==> config.mk <==
export PLATFORM = sky130hd
export DESIGN_NAME = deq_chain
export DESIGN_NICKNAME = d
export VERILOG_FILES = /design/src/rtl/deq_pkg.sv /design/src/rtl/deq_cell.sv /design/src/rtl/deq_chain.sv
export SDC_FILE = /design/constraint.sdc
export NUM_CORES = 2
export LEC_CHECK = 0
export BUFFER_PORTS_ARGS = -buffer_cell sky130_fd_sc_hd__buf_2
export CORE_MARGIN = 2
export CORE_UTILIZATION = 65
export CTS_BUF_LIST = sky130_fd_sc_hd__clkbuf_4 sky130_fd_sc_hd__clkbuf_8 sky130_fd_sc_hd__clkbuf_16
export DETAILED_ROUTE_END_ITERATION = 16
export PLACE_DENSITY_LB_ADDON = 0.08
export RECOVER_POWER = 100
export SKIP_CTS_REPAIR_TIMING = 1
export SLEW_MARGIN = 20
export SYNTH_ARGS = -nofsm -noshare
export SYNTH_HDL_FRONTEND = slang
export SYNTH_SLANG_ARGS = --single-unit
==> constraint.sdc <==
create_clock -name clk -period 7.4 [get_ports clk]
set_clock_uncertainty 0.05 [all_clocks]
set_input_delay 1.11 -clock clk [delete_from_list [all_inputs] [get_ports clk]]
set_output_delay 1.11 -clock clk [all_outputs]
set_load 0.03 [all_outputs]
==> src/rtl/deq_pkg.sv <==
`timescale 1ns / 1ps
// ----------------------------------------------------------------------------
// deq_pkg
// Shared types and constants for the double-ended queue.
// ----------------------------------------------------------------------------
package deq_pkg;

  localparam int DEPTH    = 64;
  localparam int IDX_W    = (DEPTH > 1) ? $clog2(DEPTH) : 1;
  localparam int CNT_W    = $clog2(DEPTH + 1);
  localparam int VALUE_W  = 32;
  localparam int CMD_W    = 3;
  localparam int STATUS_W = 2;
  localparam int OCC_W    = 7;

  typedef enum logic [CMD_W-1:0] {
    CMD_PUSH_FRONT = 3'd0,
    CMD_PUSH_REAR  = 3'd1,
    CMD_POP_FRONT  = 3'd2,
    CMD_POP_REAR   = 3'd3,
    CMD_LIST_FWD   = 3'd4,
    CMD_LIST_BWD   = 3'd5
  } cmd_t;

  localparam logic [STATUS_W-1:0] STAT_OK    = 2'd0;
  localparam logic [STATUS_W-1:0] STAT_EMPTY = 2'd1;
  localparam logic [STATUS_W-1:0] STAT_FULL  = 2'd2;

  // CELL_UP: take the lower-index neighbor, CELL_DOWN: take the higher-index one
  typedef enum logic [1:0] {
    CELL_HOLD,
    CELL_UP,
    CELL_DOWN
  } cell_op_t;

  typedef struct packed {
    cell_op_t         op;
    logic             load_en;
    logic [IDX_W-1:0] load_index;
  } chain_ctl_t;

  typedef enum logic {
    S_IDLE,
    S_LIST
  } deq_state_t;

endpackage

==> src/rtl/deq_cell.sv <==
`timescale 1ns / 1ps
// ----------------------------------------------------------------------------
// deq_cell
// One storage cell of the chain: holds, shifts from a neighbor, or loads.
// ----------------------------------------------------------------------------
module deq_cell import deq_pkg::*; (
  input  logic               clk,
  input  cell_op_t           op,
  input  logic               load,
  input  logic [VALUE_W-1:0] load_value,
  input  logic [VALUE_W-1:0] lower,
  input  logic [VALUE_W-1:0] upper,
  output logic [VALUE_W-1:0] value
);

  logic [VALUE_W-1:0] value_next;

  always_comb begin
    value_next = value;
    if (load) begin
      value_next = load_value;
    end else begin
      case (op)
        CELL_UP:   value_next = lower;
        CELL_DOWN: value_next = upper;
        default:   value_next = value;
      endcase
    end
  end

  always_ff @(posedge clk) begin
    value <= value_next;
  end

endmodule

==> src/rtl/deq_chain.sv <==
`timescale 1ns / 1ps
// ----------------------------------------------------------------------------
// deq_chain
// Row of DEPTH cells with neighbor links and one decoded load position.
// ----------------------------------------------------------------------------
module deq_chain import deq_pkg::*; (
  input  logic               clk,
  input  chain_ctl_t         ctl,
  input  logic [VALUE_W-1:0] load_value,
  input  logic [VALUE_W-1:0] fill_low,
  input  logic [VALUE_W-1:0] fill_high,
  output logic [VALUE_W-1:0] tap_low,
  output logic [VALUE_W-1:0] tap_high
);

  logic [VALUE_W-1:0] cell_value [DEPTH];

  for (genvar i = 0; i < DEPTH; i++) begin : g_cell
    logic [VALUE_W-1:0] lower;
    logic [VALUE_W-1:0] upper;
    logic               hit;

    if (i == 0) begin : g_first
      assign lower = fill_low;
    end else begin : g_mid_low
      assign lower = cell_value[i-1];
    end

    if (i == DEPTH - 1) begin : g_last
      assign upper = fill_high;
    end else begin : g_mid_high
      assign upper = cell_value[i+1];
    end

    assign hit = ctl.load_en && (ctl.load_index == IDX_W'(i));

    deq_cell u_cell (
      .clk        (clk),
      .op         (ctl.op),
      .load       (hit),
      .load_value (load_value),
      .lower      (lower),
      .upper      (upper),
      .value      (cell_value[i])
    );
  end

  assign tap_low  = cell_value[0];
  assign tap_high = cell_value[DEPTH-1];

endmodule

; Word level (Yosys, flattened, before mapping)
; Cells that the tools add are included.
[word_totals]
n_memories = 0
register_bits = 2048
rom_bits = 0
ramBits = 0
latch_bits = 0
inputBits = 106
[classes]
reduce_logical = 129
addsub = 0
n_eq_ne = 65
bitwise_logic = 0
muxes = 128
n_shift = 0
n_div = 0
n_lt_le_gt_ge = 0
mul = 0
[op_table]
columns = cell, count
row1 = 32-bit case mux with 2 select lines, 64
row2 = 32-bit 2-to-1 mux, 64
row3 = 6-bit equality test (second input constant), 32
row4 = 3-bit nonzero test, 64
row5 = 6-bit by 5-bit equality test with 1-bit output (second input constant), 16
row6 = 1-bit logical AND, 64
row7 = 6-bit by 4-bit equality test with 1-bit output (second input constant), 8
row8 = 6-bit by 3-bit equality test with 1-bit output (second input constant), 4
row9 = 6-bit by 2-bit equality test with 1-bit output (second input constant), 2
row10 = 6-bit by 1-bit equality test with 1-bit output (second input constant), 1
row11 = 6-bit zero test, 1
row12 = 2-bit by 1-bit equality test with 1-bit output (second input constant), 1
row13 = 2-bit equality test (second input constant), 1

; Logic depth before layout (Yosys ltp)
[depth]
depth_word = 3
mapped_depth = 7
depth_no_buf = 3

; By module
; From an unflattened synthesis, not the netlist that was laid out.
[unflattened]
hier_cells = 11741
area_unflattened_um2 = 151253.8
[by_module_without_submodules]
columns = mod, seq_area_each_um2, cells_per_inst, n_inst, area_each_um2
row1 = deq_cell, 960.9, 182, 64, 2356.0
row2 = deq_chain, 0.0, 93, 1, 469.2

; Least setup slack after synthesis
; OpenSTA, ideal clock, no wires.
[synth_timing]
path_type = input-to-reg
start = input port ctl[5] (netlist name)
end = register g_cell[17].u_cell.value[0] (enable)
n_path_buf = 2
cell_stages = 5
t_arrival_ps = 2829
path_slack_ps = 4132
required_time_ps = 6961
cell_sequence = and3b_1 > clkbuf_1 > nand2_1 > buf_1 > nand2_1
[synth_via]
elab_chain_cells = 3
[synth_rtl]
columns = element, line_no
row1 = start: declaration, deq_chain.sv:8  ; input chain_ctl_t ctl,
row2 = 6-bit by 5-bit equality test with 1-bit output, deq_chain.sv:35  ; assign hit = ctl.load_en && (ctl.load_index == IDX_W'(i));
row3 = 1-bit logical AND, deq_chain.sv:35
row4 = 3-bit nonzero test (no source line), --
row5 = end signal: assignment, deq_cell.sv:32  ; value <= value_next;
row6 = end: declaration, deq_cell.sv:13  ; output logic [VALUE_W-1:0] value
; No other way between the ends.
; A chain may end at the register's enable or synchronous reset.

; Worst setup path in the final report
[layout_timing]
start = input port ctl[3] (netlist name)
end = register g_cell[25].u_cell.value[3] (enable)
[layout_via]
elab_chain_cells = 3
[layout_rtl]
columns = element, line_no
row1 = 6-bit by 5-bit equality test with 1-bit output, deq_chain.sv:35
row2 = 1-bit logical AND, deq_chain.sv:35
row3 = 3-bit nonzero test (no source line), --
row4 = end signal: assignment, deq_cell.sv:32
row5 = end: declaration, deq_cell.sv:13
; No other way between the ends.

==> impl_metrics.csv <==
group,metric,value,unit
status,status,"finished with violations",
status,violations,"capacitance limit, slew limit",
worst_setup_path,crit_arrival,6.01,ns
worst_setup_path,worstPathMaxFanout,33,
detailed_routing,drc_errors,0,
yosys,synthSimpleGateAreaFrac,1.243,%
clock_network,cts_buffers,211,
final_layout,fill_cells,11300,
final_layout,final_nets,7100,
grt,grt_max_degree,189,
detailed_routing,ant_nets,0,
yosys,synthAdderAreaFrac,0,%
final_layout,drive_gt1_share,52.48,%
clock_network,h-tree-depth,4,
worst_setup_path,critPathKind,"in2reg",
worst_setup_path,required,7.84,ns
worst_setup_path,start_kind,"input port",
run,drv_cap,81,
placement,dpl.hpwl,164000,µm
worst_hold_path,holdPathStages,3,
worst_setup_path,setup.worst_path.end_class,"register",
final_layout,antenna_cells,0,
clock_network,clockBufferDepth,3,
clock_network,clk_latency,0.84,ns
grt,antenna_found_initial,9,
yosys,synth-xor-area-share,0.007884,%
yosys,syn_area,0.1111,mm²
die,die_h,417.4,µm
die,core,0.1697,mm²
yosys,ys_types,23,
final_layout,final_common_cell,"mux2_2",
yosys,ys_seq_elements,2048,
yosys,synth_nets,7228,
detailed_routing,wl_per_cell,26.96,µm
final_layout,layout_common_cells,"mux2_2 (3209), edfxtp_1 (2048), mux2_1 (631)",
final_layout,top_register,"g_cell.u_cell.value",
worst_setup_path,r2r_start,"g_cell[43].u_cell.value[12]",
power,power_density,259.0,mW/mm²
worst_setup_path,reg2reg_to,"g_cell[44].u_cell.value[12]",
placement,io_buffers,169,
timing,worst_pin_slew,3.190,ns
timing,rsz0062_at_grt,"false",
die,initial_utilization,65.48,%
power,vdd.ir_drop.worst,0.2699,mV
worst_setup_path,rrSetupSlack,5.99,ns
timing,fin_ws,1.832,ns
detailed_routing,vias,60700,
die,io_pins,170,
grt,track_usage,28.55,%
placement,placed_cells,8999,
timing,drv_slew,2559,
final_layout,largest_reg_flops,2048,
yosys,yosysSeqAreaShare,55.36,%
placement,gp_congestion,0.7832,
clock_network,cts_num_sinks,2048,
clock_network,cts-root-buf,"clkbuf_16",
timing,fin_crit_sh,75.24,%
yosys,synthCells,7122,
timing,slew_headroom,-112.6,%
detailed_routing,routed_via_density,6.468,
worst_hold_path,hp-start,"fill_low[10]",
timing,fin_hold_ws,0.5823,ns
timing,finalHoldViolations,0,
power,fin_total_pwr,30.94,mW
final_layout,instances_no_fill,9385,
grt,grt_overflow,0,
worst_setup_path,rr_worst_depth,2,
yosys,synth_compound_area_share,0.5767,%
die,die_x,417.4,µm
yosys,ys_warn_count,0,
detailed_routing,wirelength,253000,µm
worst_hold_path,min_to,"g_cell[0].u_cell.value[10]",
timing,setup_tns,0,ns
yosys,synth_top_family_by_area,"multiplexers",
clock_network,cts_tree,"done",
grt,grt_pass1_vias,60210,
clock_network,clkTransAtPathRegs,0.06,ns
final_layout,largestRegisters,"g_cell.u_cell.value (2048)",
worst_hold_path,hold_class,"in2reg",
timing,finalCriticalPeriod,5.568,ns
grt,grt_pass1_wl,385900,µm
die,rows,151,
timing,fmax,0.1796,GHz
detailed_routing,drtIter0Drc,5850,
final_layout,syn_to_final_growth,7.544,%
detailed_routing,first_pass_iters,6,
timing,finalSetupViolations,0,
power,leakage,42.19,nW
die,die_area,0.1742,mm²
yosys,synthMuxAreaShare,40.08,%
yosys,syn_avg_cell_area,15.60,µm²
placement,place_worst_setup_slack,2.801,ns
[how the worst max path moves through the flow]
stage | from | endpoint | slack [ns] | cells past startpoint
global placement | ctl[3] | g_cell[25].u_cell.value[14] | 2.89 | 5
detailed placement | ctl[3] | g_cell[25].u_cell.value[14] | 2.80 | 5
global route | ctl[5] | g_cell[26].u_cell.value[22] | 1.79 | 7
floorplan | ctl[5] | g_cell[17].u_cell.value[0] | 4.13 | 5
CTS | ctl[3] | g_cell[25].u_cell.value[12] | 3.70 | 5
finish | ctl[3] | g_cell[25].u_cell.value[3] | 1.83 | 5
[per-layer routing]
layer / global-route usage [%] / wire length, µm
met3: 3.597 / 15250
met5: 0 / 13
met1: 44.16 / 119900
met4: 6.504 / 5064
met2: 43.26 / 112800
[kinds of logic (layout without fill, tap and decap cells)]
group                     after synthesis  count (layout)
AOI/OAI and AO/OA                     128             128
xor gates and xnor gates                1               1
buffers and inverters                 700             745
DFF                                  2048            2048
muxes                                3968            3968
and+or+nand+nor                       277             277
[final cells by class]
type | count | area (µm²) | share of cell area (%)
clock buffers | 280 | 5868 | 4.912
clock inverters | 106 | 695.7 | 0.5823
multi-input cells | 4374 | 46560 | 38.97
flip-flops and latches | 2048 | 61500 | 51.48
well taps | 2218 | 2775 | 2.323
repair buffers | 359 | 2069 | 1.732
[through the flow]
step                      area [µm²]  util, %
final                         119500    70.42
after global placement        113400    66.81
after detailed placement      113400    66.82
after global routing          119500    70.42
after CTS                     119900    70.68
after floorplan               111100        -
[power by group]
group | leakage [nW] | internal, mW | switching [mW] | total, mW
Combinational | 18.8 | 2.56 | 1.95 | 4.51
Sequential | 20.1 | 15.1 | 1.15 | 16.3
Clock | 3.31 | 5.76 | 4.43 | 10.2
Total | 42.2 | 23.4 | 7.53 | 30.9
[worst max-delay path, cell delays in order]
cell      delay, ns
clkbuf_1       0.49
nor4bb_1       1.90
nand2_2        1.19
nand2_1        0.83
buf_4          0.45
[synth_stat cells (all sizes together)]
cell type | number | area, µm²
mux2 | 3840 | 43240
edfxtp | 2048 | 61500
buf | 400 | 1912
clkbuf | 300 | 1126
mux2i | 128 | 1281
nand3 | 128 | 640.6
o21ai | 128 | 640.6
nand2 | 120 | 470.5
nand2b | 5 | 31.28
and2 | 4 | 25.02
and4b | 4 | 40.04
nor4b | 4 | 60.06
and4bb | 3 | 37.54
nor4bb | 3 | 30.03
and3b | 2 | 17.52
and3 | 1 | 6.260
and4 | 1 | 8.760
nor3b | 1 | 7.510
nor4 | 1 | 6.260
xnor2 | 1 | 8.760
Power figures use the tool's default switching activity.
